`src/rtl/tcgp_pkg.sv`:
```
package tcgp_pkg;

  localparam int PosBits = 24;

  typedef enum logic [4:0] {
    PH_HPCR, PH_HTYPE, PH_HDIG, PH_HSIZE, PH_HSIG, PH_HPLAT, PH_HVER, PH_HNALG,
    PH_HALGID, PH_HALGSZ, PH_HVSIZE, PH_HVEND, PH_BOUND, PH_TRAIL, PH_EPCR,
    PH_ETYPE, PH_ECNT, PH_EALG, PH_EDIG, PH_EDSZ, PH_EDATA
  } phase_t;

  typedef enum logic [3:0] {
    ROLE_HDR, ROLE_HALG, ROLE_VEND, ROLE_PCR, ROLE_TYPE, ROLE_DCNT, ROLE_DALG,
    ROLE_DIG, ROLE_DSZ, ROLE_DATA, ROLE_TRAIL, ROLE_AFTER_ERR
  } role_t;

  typedef enum logic [3:0] {
    ERR_NONE, ERR_SHORT, ERR_HPCR, ERR_HTYPE, ERR_HDIG, ERR_SIG, ERR_HALG,
    ERR_ETYPE, ERR_DALG, ERR_TRUNC
  } err_t;

  localparam logic [23:0] MinLogLen = 24'd65;
  localparam logic [7:0] TrailMax = 8'd16;

  typedef struct packed {
    logic [3:0]  role;
    logic [7:0]  byte_value;
    logic [23:0] event_number;
    logic [31:0] pcr_index;
    logic [4:0]  event_type_code;
    logic [2:0]  alg_code;
    logic [31:0] field_value;
    logic        field_done;
    logic        selected;
    logic [3:0]  error;
    logic        log_done;
  } result_t;

  function automatic logic [7:0] sig_byte(input logic [3:0] i);
    logic [7:0] r;
    unique case (i)
      4'd0: r = 8'h53;  4'd1: r = 8'h70;  4'd2: r = 8'h65;  4'd3: r = 8'h63;
      4'd4: r = 8'h20;  4'd5: r = 8'h49;  4'd6: r = 8'h44;  4'd7: r = 8'h20;
      4'd8: r = 8'h45;  4'd9: r = 8'h76;  4'd10: r = 8'h65; 4'd11: r = 8'h6e;
      4'd12: r = 8'h74; 4'd13: r = 8'h30; 4'd14: r = 8'h33; default: r = 8'h00;
    endcase
    return r;
  endfunction

  function automatic logic [3:0] hash_alg(input logic [31:0] v);
    logic [3:0] r;
    unique case (v)
      32'h04: r = 4'd0;
      32'h0B: r = 4'd1;
      32'h0C: r = 4'd2;
      32'h0D: r = 4'd3;
      32'h10: r = 4'd4;
      32'h23: r = 4'd5;
      32'h24: r = 4'd6;
      32'h25: r = 4'd7;
      default: r = 4'd8;
    endcase
    return r;
  endfunction

  function automatic logic [6:0] digest_len(input logic [2:0] a);
    logic [6:0] r;
    unique case (a)
      3'd0: r = 7'd20;
      3'd1, 3'd4, 3'd5: r = 7'd32;
      3'd2, 3'd6: r = 7'd48;
      default: r = 7'd64;
    endcase
    return r;
  endfunction

  function automatic logic [5:0] type_code(input logic [31:0] v);
    logic [31:0] d;
    logic [5:0] r;
    d = v - 32'h80000001;
    if (v <= 32'd17) r = {1'b0, v[4:0]};
    else if (v >= 32'h80000001 && v <= 32'h8000000A) r = {1'b0, 5'(d[4:0] + 5'd18)};
    else if (v == 32'h800000E0) r = 6'd28;
    else r = 6'h20;
    return r;
  endfunction

endpackage

```
`src/rtl/tcgp_core.sv`:
```
module tcgp_core (
  input  logic                   clk,
  input  logic                   rst_n,
  input  logic                   step,
  input  logic [7:0]             b,
  input  logic                   first,
  input  logic [23:0]            log_length,
  input  logic [31:0]            pcr_mask,
  output tcgp_pkg::result_t      res
);
  import tcgp_pkg::*;

  phase_t      phase_r, phase_nxt;
  logic [4:0]  fbc_r, fbc_nxt;
  logic [31:0] acc_r, acc_nxt;
  logic [31:0] items_r, items_nxt;
  logic [31:0] bleft_r, bleft_nxt;
  logic [PosBits-1:0] pos_r, pos_nxt;
  logic [23:0] evc_r, evc_nxt;
  logic [31:0] pcr_r, pcr_nxt;
  logic [4:0]  type_r, type_nxt;
  logic [2:0]  alg_r, alg_nxt;
  logic [3:0]  err_r, err_nxt;

  phase_t      ph0, ph;
  logic [4:0]  fbc0;
  logic [31:0] acc0, accb, pcr0;
  logic [PosBits-1:0] pos0;
  logic [23:0] evc0;
  logic [3:0]  err0;
  logic [1:0]  n;
  logic        fld2, fld4, fd;
  logic [31:0] fv;
  logic [3:0]  role;
  logic        done;
  logic [3:0]  ha;
  logic [5:0]  tc;
  logic [PosBits:0] rem;
  logic        cnt_last;

  always_comb begin
    ph0  = first ? PH_HPCR : phase_r;
    fbc0 = first ? 5'd0 : fbc_r;
    acc0 = first ? 32'd0 : acc_r;
    pos0 = first ? '0 : pos_r;
    evc0 = first ? 24'd0 : evc_r;
    pcr0 = first ? 32'd0 : pcr_r;
    err0 = first ? ERR_NONE : err_r;
    n    = fbc0[1:0];
    accb = acc0 | (32'(b) << {n, 3'b000});
    fld4 = (n == 2'd3);
    fld2 = (n != 2'd0);
    ha   = hash_alg(accb);
    tc   = type_code(accb);
    rem  = (PosBits+1)'(log_length) - {1'b0, pos0};
    done = ({1'b0, pos0} + 1'b1) == (PosBits+1)'(log_length);

    phase_nxt = ph0;  fbc_nxt = fbc0;  acc_nxt = acc0;
    items_nxt = first ? 32'd0 : items_r;
    bleft_nxt = first ? 32'd0 : bleft_r;
    evc_nxt = evc0;  pcr_nxt = pcr0;
    type_nxt = first ? 5'd0 : type_r;
    alg_nxt = first ? 3'd0 : alg_r;
    err_nxt = err0;
    fd = 1'b0; fv = 32'd0; role = ROLE_TRAIL;
    ph = ph0;
    cnt_last = 1'b0;

    if (err0 != ERR_NONE) begin
      role = ROLE_AFTER_ERR;
    end else if (pos0 == '0 && log_length < MinLogLen) begin
      err_nxt = ERR_SHORT;
      role = ROLE_HDR;
    end else if ((PosBits+1)'({1'b0, pos0}) >= (PosBits+1)'(log_length)) begin
      role = ROLE_TRAIL;
    end else begin
      if (ph0 == PH_BOUND) ph = (rem <= (PosBits+1)'(TrailMax)) ? PH_TRAIL : PH_EPCR;
      phase_nxt = ph;
      role = ROLE_HDR;
      // multi-byte field accumulate
      if (ph == PH_HALGID || ph == PH_HALGSZ || ph == PH_EALG) begin
        fd = fld2;
      end else if (ph == PH_HPCR || ph == PH_HTYPE || ph == PH_HSIZE || ph == PH_HPLAT ||
                   ph == PH_HNALG || ph == PH_EPCR || ph == PH_ETYPE || ph == PH_ECNT ||
                   ph == PH_EDSZ) begin
        fd = fld4;
      end
      if (fd) fv = accb;
      unique case (ph)
        PH_HPCR, PH_HTYPE, PH_HSIZE, PH_HPLAT, PH_HNALG, PH_HALGID, PH_HALGSZ,
        PH_EPCR, PH_ETYPE, PH_ECNT, PH_EALG, PH_EDSZ: begin
          if (fd) begin fbc_nxt = 5'd0; acc_nxt = 32'd0; end
          else begin fbc_nxt = {3'b000, 2'(n + 2'd1)}; acc_nxt = accb; end
        end
        default: ;
      endcase
      unique case (ph)
        PH_HPCR: if (fd) begin
          if (accb != 0) err_nxt = ERR_HPCR; else phase_nxt = PH_HTYPE;
        end
        PH_HTYPE: if (fd) begin
          if (accb != 32'd3) err_nxt = ERR_HTYPE; else phase_nxt = PH_HDIG;
        end
        PH_HDIG: begin
          cnt_last = (fbc0 + 5'd1) >= 5'd20;
          if (b != 8'd0) err_nxt = ERR_HDIG;
          else if (cnt_last) begin fbc_nxt = 5'd0; phase_nxt = PH_HSIZE; end
          else fbc_nxt = fbc0 + 5'd1;
        end
        PH_HSIZE: if (fd) phase_nxt = PH_HSIG;
        PH_HSIG: begin
          cnt_last = (fbc0 + 5'd1) >= 5'd16;
          if (b != sig_byte(fbc0[3:0])) err_nxt = ERR_SIG;
          else if (cnt_last) begin fbc_nxt = 5'd0; phase_nxt = PH_HPLAT; end
          else fbc_nxt = fbc0 + 5'd1;
        end
        PH_HPLAT: if (fd) phase_nxt = PH_HVER;
        PH_HVER: begin
          cnt_last = (fbc0 + 5'd1) >= 5'd4;
          if (cnt_last) begin fbc_nxt = 5'd0; phase_nxt = PH_HNALG; end
          else fbc_nxt = fbc0 + 5'd1;
        end
        PH_HNALG: if (fd) begin
          items_nxt = accb;
          phase_nxt = (accb != 0) ? PH_HALGID : PH_HVSIZE;
        end
        PH_HALGID: begin
          role = ROLE_HALG;
          if (fd) begin
            if (ha == 4'd8 && accb != 32'h0 && accb != 32'h1 && accb != 32'h5 &&
                accb != 32'h6 && accb != 32'h7 && accb != 32'h8 && accb != 32'hA)
              err_nxt = ERR_HALG;
            else phase_nxt = PH_HALGSZ;
          end
        end
        PH_HALGSZ: begin
          role = ROLE_HALG;
          if (fd) begin
            items_nxt = items_r - 32'd1;
            phase_nxt = (items_r != 32'd1) ? PH_HALGID : PH_HVSIZE;
          end
        end
        PH_HVSIZE: begin
          role = ROLE_VEND;
          bleft_nxt = 32'(b);
          phase_nxt = (b != 0) ? PH_HVEND : PH_BOUND;
        end
        PH_HVEND: begin
          role = ROLE_VEND;
          bleft_nxt = bleft_r - 32'd1;
          if (bleft_r == 32'd1) phase_nxt = PH_BOUND;
        end
        PH_EPCR: begin
          role = ROLE_PCR;
          if (fd) begin pcr_nxt = accb; phase_nxt = PH_ETYPE; end
        end
        PH_ETYPE: begin
          role = ROLE_TYPE;
          if (fd) begin
            if (tc[5]) err_nxt = ERR_ETYPE;
            else begin type_nxt = tc[4:0]; phase_nxt = PH_ECNT; end
          end
        end
        PH_ECNT: begin
          role = ROLE_DCNT;
          if (fd) begin
            items_nxt = accb;
            phase_nxt = (accb != 0) ? PH_EALG : PH_EDSZ;
          end
        end
        PH_EALG: begin
          role = ROLE_DALG;
          if (fd) begin
            if (ha[3]) err_nxt = ERR_DALG;
            else begin
              alg_nxt = ha[2:0];
              bleft_nxt = 32'(digest_len(ha[2:0]));
              phase_nxt = PH_EDIG;
            end
          end
        end
        PH_EDIG: begin
          role = ROLE_DIG;
          bleft_nxt = bleft_r - 32'd1;
          if (bleft_r == 32'd1) begin
            items_nxt = items_r - 32'd1;
            phase_nxt = (items_r != 32'd1) ? PH_EALG : PH_EDSZ;
          end
        end
        PH_EDSZ: begin
          role = ROLE_DSZ;
          if (fd) begin
            bleft_nxt = accb;
            if (accb == 0) begin evc_nxt = evc0 + 24'd1; phase_nxt = PH_BOUND; end
            else phase_nxt = PH_EDATA;
          end
        end
        PH_EDATA: begin
          role = ROLE_DATA;
          bleft_nxt = bleft_r - 32'd1;
          if (bleft_r == 32'd1) begin evc_nxt = evc0 + 24'd1; phase_nxt = PH_BOUND; end
        end
        default: role = ROLE_TRAIL;
      endcase
      if (done && err_nxt == ERR_NONE && phase_nxt != PH_BOUND && phase_nxt != PH_TRAIL)
        err_nxt = ERR_TRUNC;
    end
    pos_nxt = (pos0 != '1) ? pos0 + 1'b1 : pos0;
  end

  always_ff @(posedge clk) begin
    if (!rst_n) begin
      phase_r <= PH_HPCR; fbc_r <= '0; acc_r <= '0; items_r <= '0; bleft_r <= '0;
      pos_r <= '0; evc_r <= '0; pcr_r <= '0; type_r <= '0; alg_r <= '0; err_r <= ERR_NONE;
    end else if (step) begin
      phase_r <= phase_nxt; fbc_r <= fbc_nxt; acc_r <= acc_nxt; items_r <= items_nxt;
      bleft_r <= bleft_nxt; pos_r <= pos_nxt; evc_r <= evc_nxt; pcr_r <= pcr_nxt;
      type_r <= type_nxt; alg_r <= alg_nxt; err_r <= err_nxt;
    end
  end

  always_comb begin
    res.role = role;
    res.byte_value = b;
    res.event_number = evc0;
    res.pcr_index = pcr_nxt;
    res.event_type_code = type_nxt;
    res.alg_code = alg_nxt;
    res.field_value = fv;
    res.field_done = fd;
    res.selected = (pcr_nxt < 32'd32) ? pcr_mask[pcr_nxt[4:0]] : 1'b0;
    res.error = err_nxt;
    res.log_done = done;
  end

endmodule

```
`src/rtl/tcg_event_log_parser.sv`:
```
// Event log parser. One log byte per beat on in_*, one result beat per byte on out_*.
// in_tdata: data_byte; in_tuser: first_byte (restarts parsing with that byte).
// out_tdata packs role, byte_value, event_number, pcr_index, event_type_code,
// alg_code, field_value, field_done, selected, error, log_done from bit 0 up.
// Configuration: cfg_wr_en with cfg_addr 0 = log_length, 1 = pcr_mask;
// write only while idle.
// A result is held in the output register and appears in the cycle after its byte
// is accepted. Throughput: one byte per cycle while out_tready is high; the parse
// step between the parser state and the output register is combinational.
// When out_tready is low the output register holds and in_tready drops as soon
// as the output register is full and not being drained.
// Reset (rst_n low, synchronous): parser state cleared to the header start,
// log_length 0, pcr_mask all ones, output empty.
module tcg_event_log_parser (
  input  logic         clk,
  input  logic         rst_n,
  input  logic         in_tvalid,
  output logic         in_tready,
  input  logic [7:0]   in_tdata,   // data_byte
  input  logic         in_tuser,   // first_byte
  output logic         out_tvalid,
  input  logic         out_tready,
  output logic [119:0] out_tdata,  // role, byte_value, event_number, pcr_index,
                                   // event_type_code, alg_code, field_value,
                                   // field_done, selected, error, log_done
  input  logic         cfg_wr_en,
  input  logic         cfg_addr,
  input  logic [31:0]  cfg_wdata
);
  import tcgp_pkg::*;

  logic [23:0] log_length_r;
  logic [31:0] pcr_mask_r;
  logic        ovalid_r;
  logic [119:0] odata_r;
  result_t     res;
  logic        step;

  assign in_tready = !ovalid_r || out_tready;
  assign step = in_tvalid && in_tready;

  tcgp_core u_core (
    .clk(clk), .rst_n(rst_n), .step(step), .b(in_tdata), .first(in_tuser),
    .log_length(log_length_r), .pcr_mask(pcr_mask_r), .res(res)
  );

  always_ff @(posedge clk) begin
    if (!rst_n) begin
      log_length_r <= '0;
      pcr_mask_r <= '1;
    end else if (cfg_wr_en) begin
      if (cfg_addr == 1'b0) log_length_r <= cfg_wdata[23:0];
      else pcr_mask_r <= cfg_wdata;
    end
  end

  always_ff @(posedge clk) begin
    if (!rst_n) ovalid_r <= 1'b0;
    else if (in_tready) ovalid_r <= in_tvalid;
  end

  always_ff @(posedge clk) begin
    if (step)
      odata_r <= {5'd0, res.log_done, res.error, res.selected, res.field_done,
                  res.field_value, res.alg_code, res.event_type_code, res.pcr_index,
                  res.event_number, res.byte_value, res.role};
  end

  assign out_tvalid = ovalid_r;
  assign out_tdata = odata_r;

endmodule

```
`config.mk`:
```
export PLATFORM = sky130hd
export DESIGN_NAME = tcg_event_log_parser
export DESIGN_NICKNAME = d
export VERILOG_FILES = /design/src/rtl/tcgp_pkg.sv /design/src/rtl/tcgp_core.sv /design/src/rtl/tcg_event_log_parser.sv
export SDC_FILE = /design/constraint.sdc
export NUM_CORES = 1
export LEC_CHECK = 0
export BUFFER_PORTS_ARGS = -buffer_cell sky130_fd_sc_hd__clkbuf_2
export CAP_MARGIN = 25
export CORE_ASPECT_RATIO = 1.4
export CORE_UTILIZATION = 60
export DETAILED_ROUTE_END_ITERATION = 8
export MAX_ROUTING_LAYER = met4
export PLACE_DENSITY = 0.77
export REMOVE_ABC_BUFFERS = 1
export SLEW_MARGIN = 30
export SYNTH_ARGS = -nofsm -noshare
export SYNTH_HDL_FRONTEND = slang
export SYNTH_SLANG_ARGS = --single-unit
```
`constraint.sdc`:
```
create_clock -name clk -period 10.2 [get_ports clk]
set_input_delay 2.04 -clock clk [delete_from_list [all_inputs] [get_ports clk]]
set_output_delay 2.04 -clock clk [all_outputs]
set_load 0.03 [all_outputs]
```
==> Word-level counts from Yosys, hierarchy flattened <==
Memory sizes are Yosys's and may differ from the RTL's.
Cells that the tools add are included.
{ "totals": {"n_memories": 1, "register_bits": 370, "wordCells": 288, "output_inout_bits": 122, "romBits": 112} }
{ "op_classes": {"eq_ne": 49, "order_cmp": 11, "n_addsub": 10, "n_bitwise": 3, "reduce_logical": 47, "shifts": 1, "mux": 147} }
{ "mem_list": {"columns": ["memory", "depth", "word_bits", "rd", "rd_clocked_by_memory_dff", "write_ports", "line", "rtl"], "rows": [
  ["(no name shown)", 16, 7, 1, 0, 0, "tcgp_pkg.sv:40", "unique case (i)"]
]} }
{ "ops": {"columns": ["op", "count"], "rows": [
  ["32-bit two-way mux", 26],
  ["5-bit two-way mux", 53],
  ["24-bit two-way mux", 9],
  ["32-bit one-hot mux with 4 select lines", 1],
  ["32-bit by 4-bit equality test with 1-bit output, second input constant", 3],
  ["32-bit by 6-bit equality test with 1-bit output, second input constant", 3],
  ["32-bit by 3-bit inequality test with 1-bit output, second input constant", 3],
  ["32-bit one-hot mux with 3 select lines", 1],
  ["5-bit one-hot mux with 18 select lines", 1],
  ["4-bit two-way mux", 22],
  ["32-bit by 1-bit inequality test with 1-bit output, second input constant", 2],
  ["32-bit by 4-bit inequality test with 1-bit output, second input constant", 2],
  ["32-bit by 1-bit subtractor with 32-bit output, second input constant", 2],
  ["24-bit by 1-bit adder with 24-bit output, second input constant", 2],
  ["24-bit one-hot mux with 2 select lines", 1],
  ["4-bit one-hot mux with 10 select lines", 1],
  ["5-bit by 4-bit equality test with 1-bit output, second input constant", 7],
  ["32-bit by 1-bit equality test with 1-bit output, second input constant", 1],
  ["32-bit by 3-bit equality test with 1-bit output, second input constant", 1],
  ["32-bit equality test, second input constant", 1],
  ["32-bit by 5-bit equality test with 1-bit output, second input constant", 1],
  ["32-bit >= comparator, second input constant", 1],
  ["32-bit less-or-equal comparator, second input constant", 1],
  ["32-bit by 5-bit less-or-equal comparator with 1-bit output, second input constant", 1],
  ["other kinds (58)", 122]
]} }

==> Longest topological paths before layout <==
{ "depth": {"word_depth": 35, "mapped_depth": 32, "depth_no_buf": 21} }

==> Modules after synthesis <==
Synthesis repeated with hierarchy kept, for this count alone.
{ "unflattened": {"hier_cells": 3159, "hier_area_um2": 24507.3} }
{ "by_module_without_submodules": {"columns": ["module", "cells_per_inst", "area_each_um2", "n_inst"], "rows": [
  ["tcgp_core", 2783, 18551.5, 1],
  ["tcg_event_log_parser", 376, 5955.7, 1]
]} }

==> Worst setup path after synthesis <==
Ideal clock, no wire load.
{ "synth_timing": {"path_kind": "input -> register", "startpoint": "in in_tuser", "endpoint": "reg odata_r[109], in the netlist out_tdata[109] (data pin)", "n_path_buf": 9, "slack_ns": 1.279, "arrival_time_ns": 8.653, "stages": 26, "setup_time_ns": 0.269, "path_cell_list": "clkinv_1 clkbuf_1 clkbuf_1 clkbuf_1 clkbuf_1 clkbuf_1 clkbuf_1 clkbuf_1 clkbuf_1 clkbuf_1 nand2_1 ha_1 nor2b_1 o2111ai_1 a211o_1 o21ai_2 mux2_1 o22ai_2 nor4_4 a21o_2 a211oi_4 mux2i_4 mux2_1 o2111a_1 o41ai_1 a211oi_1"} }
{ "synth_via": {"elab_chain_len": 29} }
{ "synth_lines": {"columns": ["element", "line", "rtl"], "rows": [
  ["from (decl)", "tcg_event_log_parser.sv:20", "input logic in_tuser,"],
  ["24-bit two-way mux", "tcgp_core.sv:45", "pos0 = first ? '0 : pos_r;"],
  ["24-bit by 24-bit subtractor with 25-bit output", "tcgp_core.sv:55", "rem = (PosBits+1)'(log_length) - {1'b0, pos0};"],
  ["25-bit by 5-bit less-or-equal comparator with 1-bit output", "tcgp_core.sv:77", "if (ph0 == PH_BOUND) ph = (rem <= (PosBits+1)'(TrailMax)) ? PH_TRAIL : PH_EPCR;"],
  ["2-bit two-way mux", "tcgp_core.sv:77", null],
  ["5-bit two-way mux", "tcgp_core.sv:77", null],
  ["5-bit two-way mux", "tcgp_core.sv:74", "end else if ((PosBits+1)'({1'b0, pos0}) >= (PosBits+1)'(log_length)) begin"],
  ["5-bit two-way mux", "tcgp_core.sv:71", "end else if (pos0 == '0 && log_length < MinLogLen) begin"],
  ["5-bit two-way mux", "tcgp_core.sv:69", "if (err0 != ERR_NONE) begin"],
  ["[12 not listed]", null, null],
  ["1-bit two-way mux", "tcgp_core.sv:71", null],
  ["1-bit two-way mux", "tcgp_core.sv:69", null],
  ["32-bit two-way mux", "tcgp_core.sv:155", "if (fd) begin pcr_nxt = accb; phase_nxt = PH_ETYPE; end"],
  ["32-bit two-way mux", "tcgp_core.sv:97", "unique case (ph)"],
  ["32-bit two-way mux", "tcgp_core.sv:74", null],
  ["32-bit two-way mux", "tcgp_core.sv:71", null],
  ["32-bit two-way mux *", "tcgp_core.sv:69", null],
  ["branches (longest 2 deep; another with 32-bit by 6-bit < comparator with 1-bit output)", null, null],
  ["to (signal assigned)", "tcg_event_log_parser.sv:64", "odata_r <= {5'd0, res.log_done, res.error, res.selected, res.field_done,"],
  ["to (decl)", "tcg_event_log_parser.sv:35", "logic [119:0] odata_r;"]
]} }
Mark *: on every way between the ends. The select of a mux whose other input is x is not followed.
A chain may end at the register's enable or synchronous reset.

==> impl_metrics.tcl <==
set metrics [dict create \
    nFillCells 3300 \
    ys_types 98 \
    die_y_um 236 \
    htree_levels 2 \
    drt_iter0_markers 3238 \
    start_kind "input pin" \
    antennaDiodeCount 0 \
    insertion_delay_ns 0.56 \
    vias 25300 \
    port_buffers 163 \
    gp_congestion 1.02 \
    root_buffer "clkbuf_16" \
    track_usage_pct 42.9 \
    yosysWarningCount 0 \
    dpl.hpwl_um 58500 \
    design.die.area_um2 40000 \
    p_leak_nw 9.74 \
    syn-cell-area_um2 23500 \
    crit_fanout 77 \
    reg2reg_depth 17 \
    irDropWorstVdd_uv 149 \
    final_util_pct 67.2 \
    cts.sinks 370 \
    cp_data_required_time_ns 10.59 \
    synth-seq-cells 370 \
    syn_area_per_cell_um2 7.55 \
    synth_edf_count 115 \
    gr-total-overflow 0 \
    drt-total-wl_um 85100 \
    post-route-min-period_ns 8.07 \
    syn_inst 3113 \
    cts_made_buffers 39 \
    cts_setup_buffers 0 \
    final_cell_mix "409 x nor2_1, 408 x nand2_1, 268 x a21oi_1" \
    r2r_start "u_core.pos_r[2]" \
    drc 2 \
    fp-row-count 85 \
    setup_viol 0 \
    max_cap_violations 0 \
    skew_ns 0.0192 \
    worstSetupPathType "in2reg" \
    power_density_nw_per_um2 149 \
    clkSlewWorstSetupHoldPaths_ns 0.07 \
    worst_pin_slew_ns 1.13 \
    post_drt_wl_per_cell_um 23.0 \
    ys.flop_type "dfxtp_1" \
    initial_core_util_pct 61.1 \
    ant_nets 0 \
    vias_per_cell 6.84 \
    grt_pass1_wl_um 131000 \
    hp-start "u_core.pcr_r[15]" \
    post-route-period-util_pct 79.1 \
    hold_end "u_core.pcr_r[15]" \
    core_um2 38500 \
    clock.fmax_ghz 0.124 \
    hold_depth 2 \
    status "finished with violations" \
    setup_slack_ns 2.13 \
    clockBufferDepth 3 \
    slew_headroom_pct 23.9 \
    maxSlewViolCount 0 \
    cts_tree "yes" \
    postCtsResizedCells 0 \
    io_pins 169 \
    rsz0062_at_grt "false" \
    hold_violations 0 \
    regToRegEndpoint "out_tdata[109]" \
    seq_area_frac_synth_pct 36.4 \
    drive_gt1_share_pct 10.8 \
    grt_pass1_vias 23700 \
    ys_async_sr_fraction_pct 0 \
    final_net_count 3236 \
    hold_class "reg2reg" \
    grt_max_degree 119 \
    pre_cts_slack_ns 1.76 \
    failed_checks "design-rule violations" \
    die_w_um 169 \
    antenna_found_initial 0 \
    r2r_slack_ns 3.94 \
    layout_commonest_cell "nor2_1" \
    arrival_ns 8.46 \
    worstSetupEndpointType "flip-flop" \
    firstDrtPassIters 9 \
    ctsHoldBuffers 0 \
    area_growth_pct 10.0 \
]
through the flow:
stage	instances	hold WS, ns	power [mW]	instance area [um2]	setup TNS (ns)
after global routing	3699	0.480	3.98	25900	0
after global placement	3625	0.440	2.40	24500	0
final	3699	0.467	3.87	25900	0
after CTS	3697	0.459	3.84	25800	0
after floorplan	2889	0.431	2.16	22600	-101.74
after detailed placement	3625	0.450	2.41	24500	0
flip-flops by register name (all words and copies together) (netlist names), 24 cells and up:
signal          count
log_length_r       24
out_tdata         115
pcr_mask_r         32
u_core.acc_r       32
u_core.bleft_r     32
u_core.evc_r       24
u_core.items_r     32
u_core.pcr_r       32
u_core.pos_r       24
power by group:
| part | switching [mW] | total (mW) | internal, mW |
|---|---|---|---|
| clock network | 0.626 | 1.45 | 0.825 |
| logic | 0.553 | 0.790 | 0.237 |
| registers | 0.0448 | 1.63 | 1.58 |
final cells by class:
cell class | instances | area, um2 | area share, %
flip-flops and latches | 370 | 8560 | 33.1
inverters | 56 | 225 | 0.871
repair buffers | 216 | 1240 | 4.79
clock buffers | 52 | 1080 | 4.16
well taps | 522 | 653 | 2.52
multi-input cells | 2463 | 13900 | 53.8
clock inverters | 20 | 199 | 0.769
worst max path at each step:
| stage | startpoint | to | slack [ns] |
|---|---|---|---|
| 4_1_cts | in_tuser | out_tdata[109] | 2.28 |
| 3_5_place_dp | in_tuser | out_tdata[109] | 1.76 |
| 6_report | in_tuser | out_tdata[109] | 2.13 |
| 3_3_place_gp | in_tuser | out_tdata[109] | 1.96 |
| 5_1_grt | in_tuser | u_core.bleft_r[2] | 1.76 |
| 2_1_floorplan | out_tready | u_core.acc_r[1] | -1.56 |
cell families after synthesis:
family | after synthesis | synth area share, %
simple gates | 1339 | 26.4
compound gates | 935 | 24.5
flops | 370 | 36.4
buf+inv | 284 | 4.76
xor+xnor | 111 | 4.13
fa+ha+maj | 43 | 2.29
mux | 30 | 1.50
other cells | 1 | 0.0159
critical path: stages:
cell,delay (ns)
buf_4,0.23
inv_4,0.30
buf_4,0.71
nand2_1,0.20
ha_1,0.49
or3_1,0.22
o22ai_1,0.10
or3_1,0.35
nor4_1,0.29
nand4_1,0.20
nor4_4,0.62
a21o_2,0.31
nand2_1,0.15
nand2_1,0.61
o21ai_0,0.34
nor4_1,0.73
nand2_1,0.26
a211oi_1,0.26
per-layer routing:
metal  wire length, um  share of wire, %  GRT usage, %
met1             29100                34          46.6
met2             41000                48          70.6
met3              7520               8.8          6.54
met4              7410               8.7          32.0
met5                 0                 0             -
cells in the mapped netlist (all sizes together), types with 8 or more instances:
cell	n	share of area (%)
dfxtp	255	22
or3	19	0.53
nand2	412	6.6
o221ai	8	0.30
inv	54	0.86
mux2	8	0.40
a2111oi	8	0.30
buf	45	0.95
o41ai	14	0.52
a21o	16	0.52
o31ai	12	0.38
a221oi	13	0.48
and2	18	0.48
mux2i	21	1.0
o211ai	10	0.32
edfxtp	115	15
a21oi	271	5.8
or4	19	0.61
a22o	11	0.41
nor3	111	2.4
clkbuf	183	2.9
and3	34	0.90
nor2b	46	1.2
o21a	11	0.35
nand3	115	2.4
nor2	413	6.6
xnor2	74	2.8
or2	17	0.45
ha	43	2.3
o22ai	53	1.4
a31oi	53	1.4
and3b	22	0.82
xor2	37	1.4
a22oi	67	2.2
nand4	32	0.88
o21ai	274	5.9
nand3b	8	0.27
nand2b	21	0.56
nor4	40	1.2
a211oi	31	1.1
(Power assumes the default switching activity.)
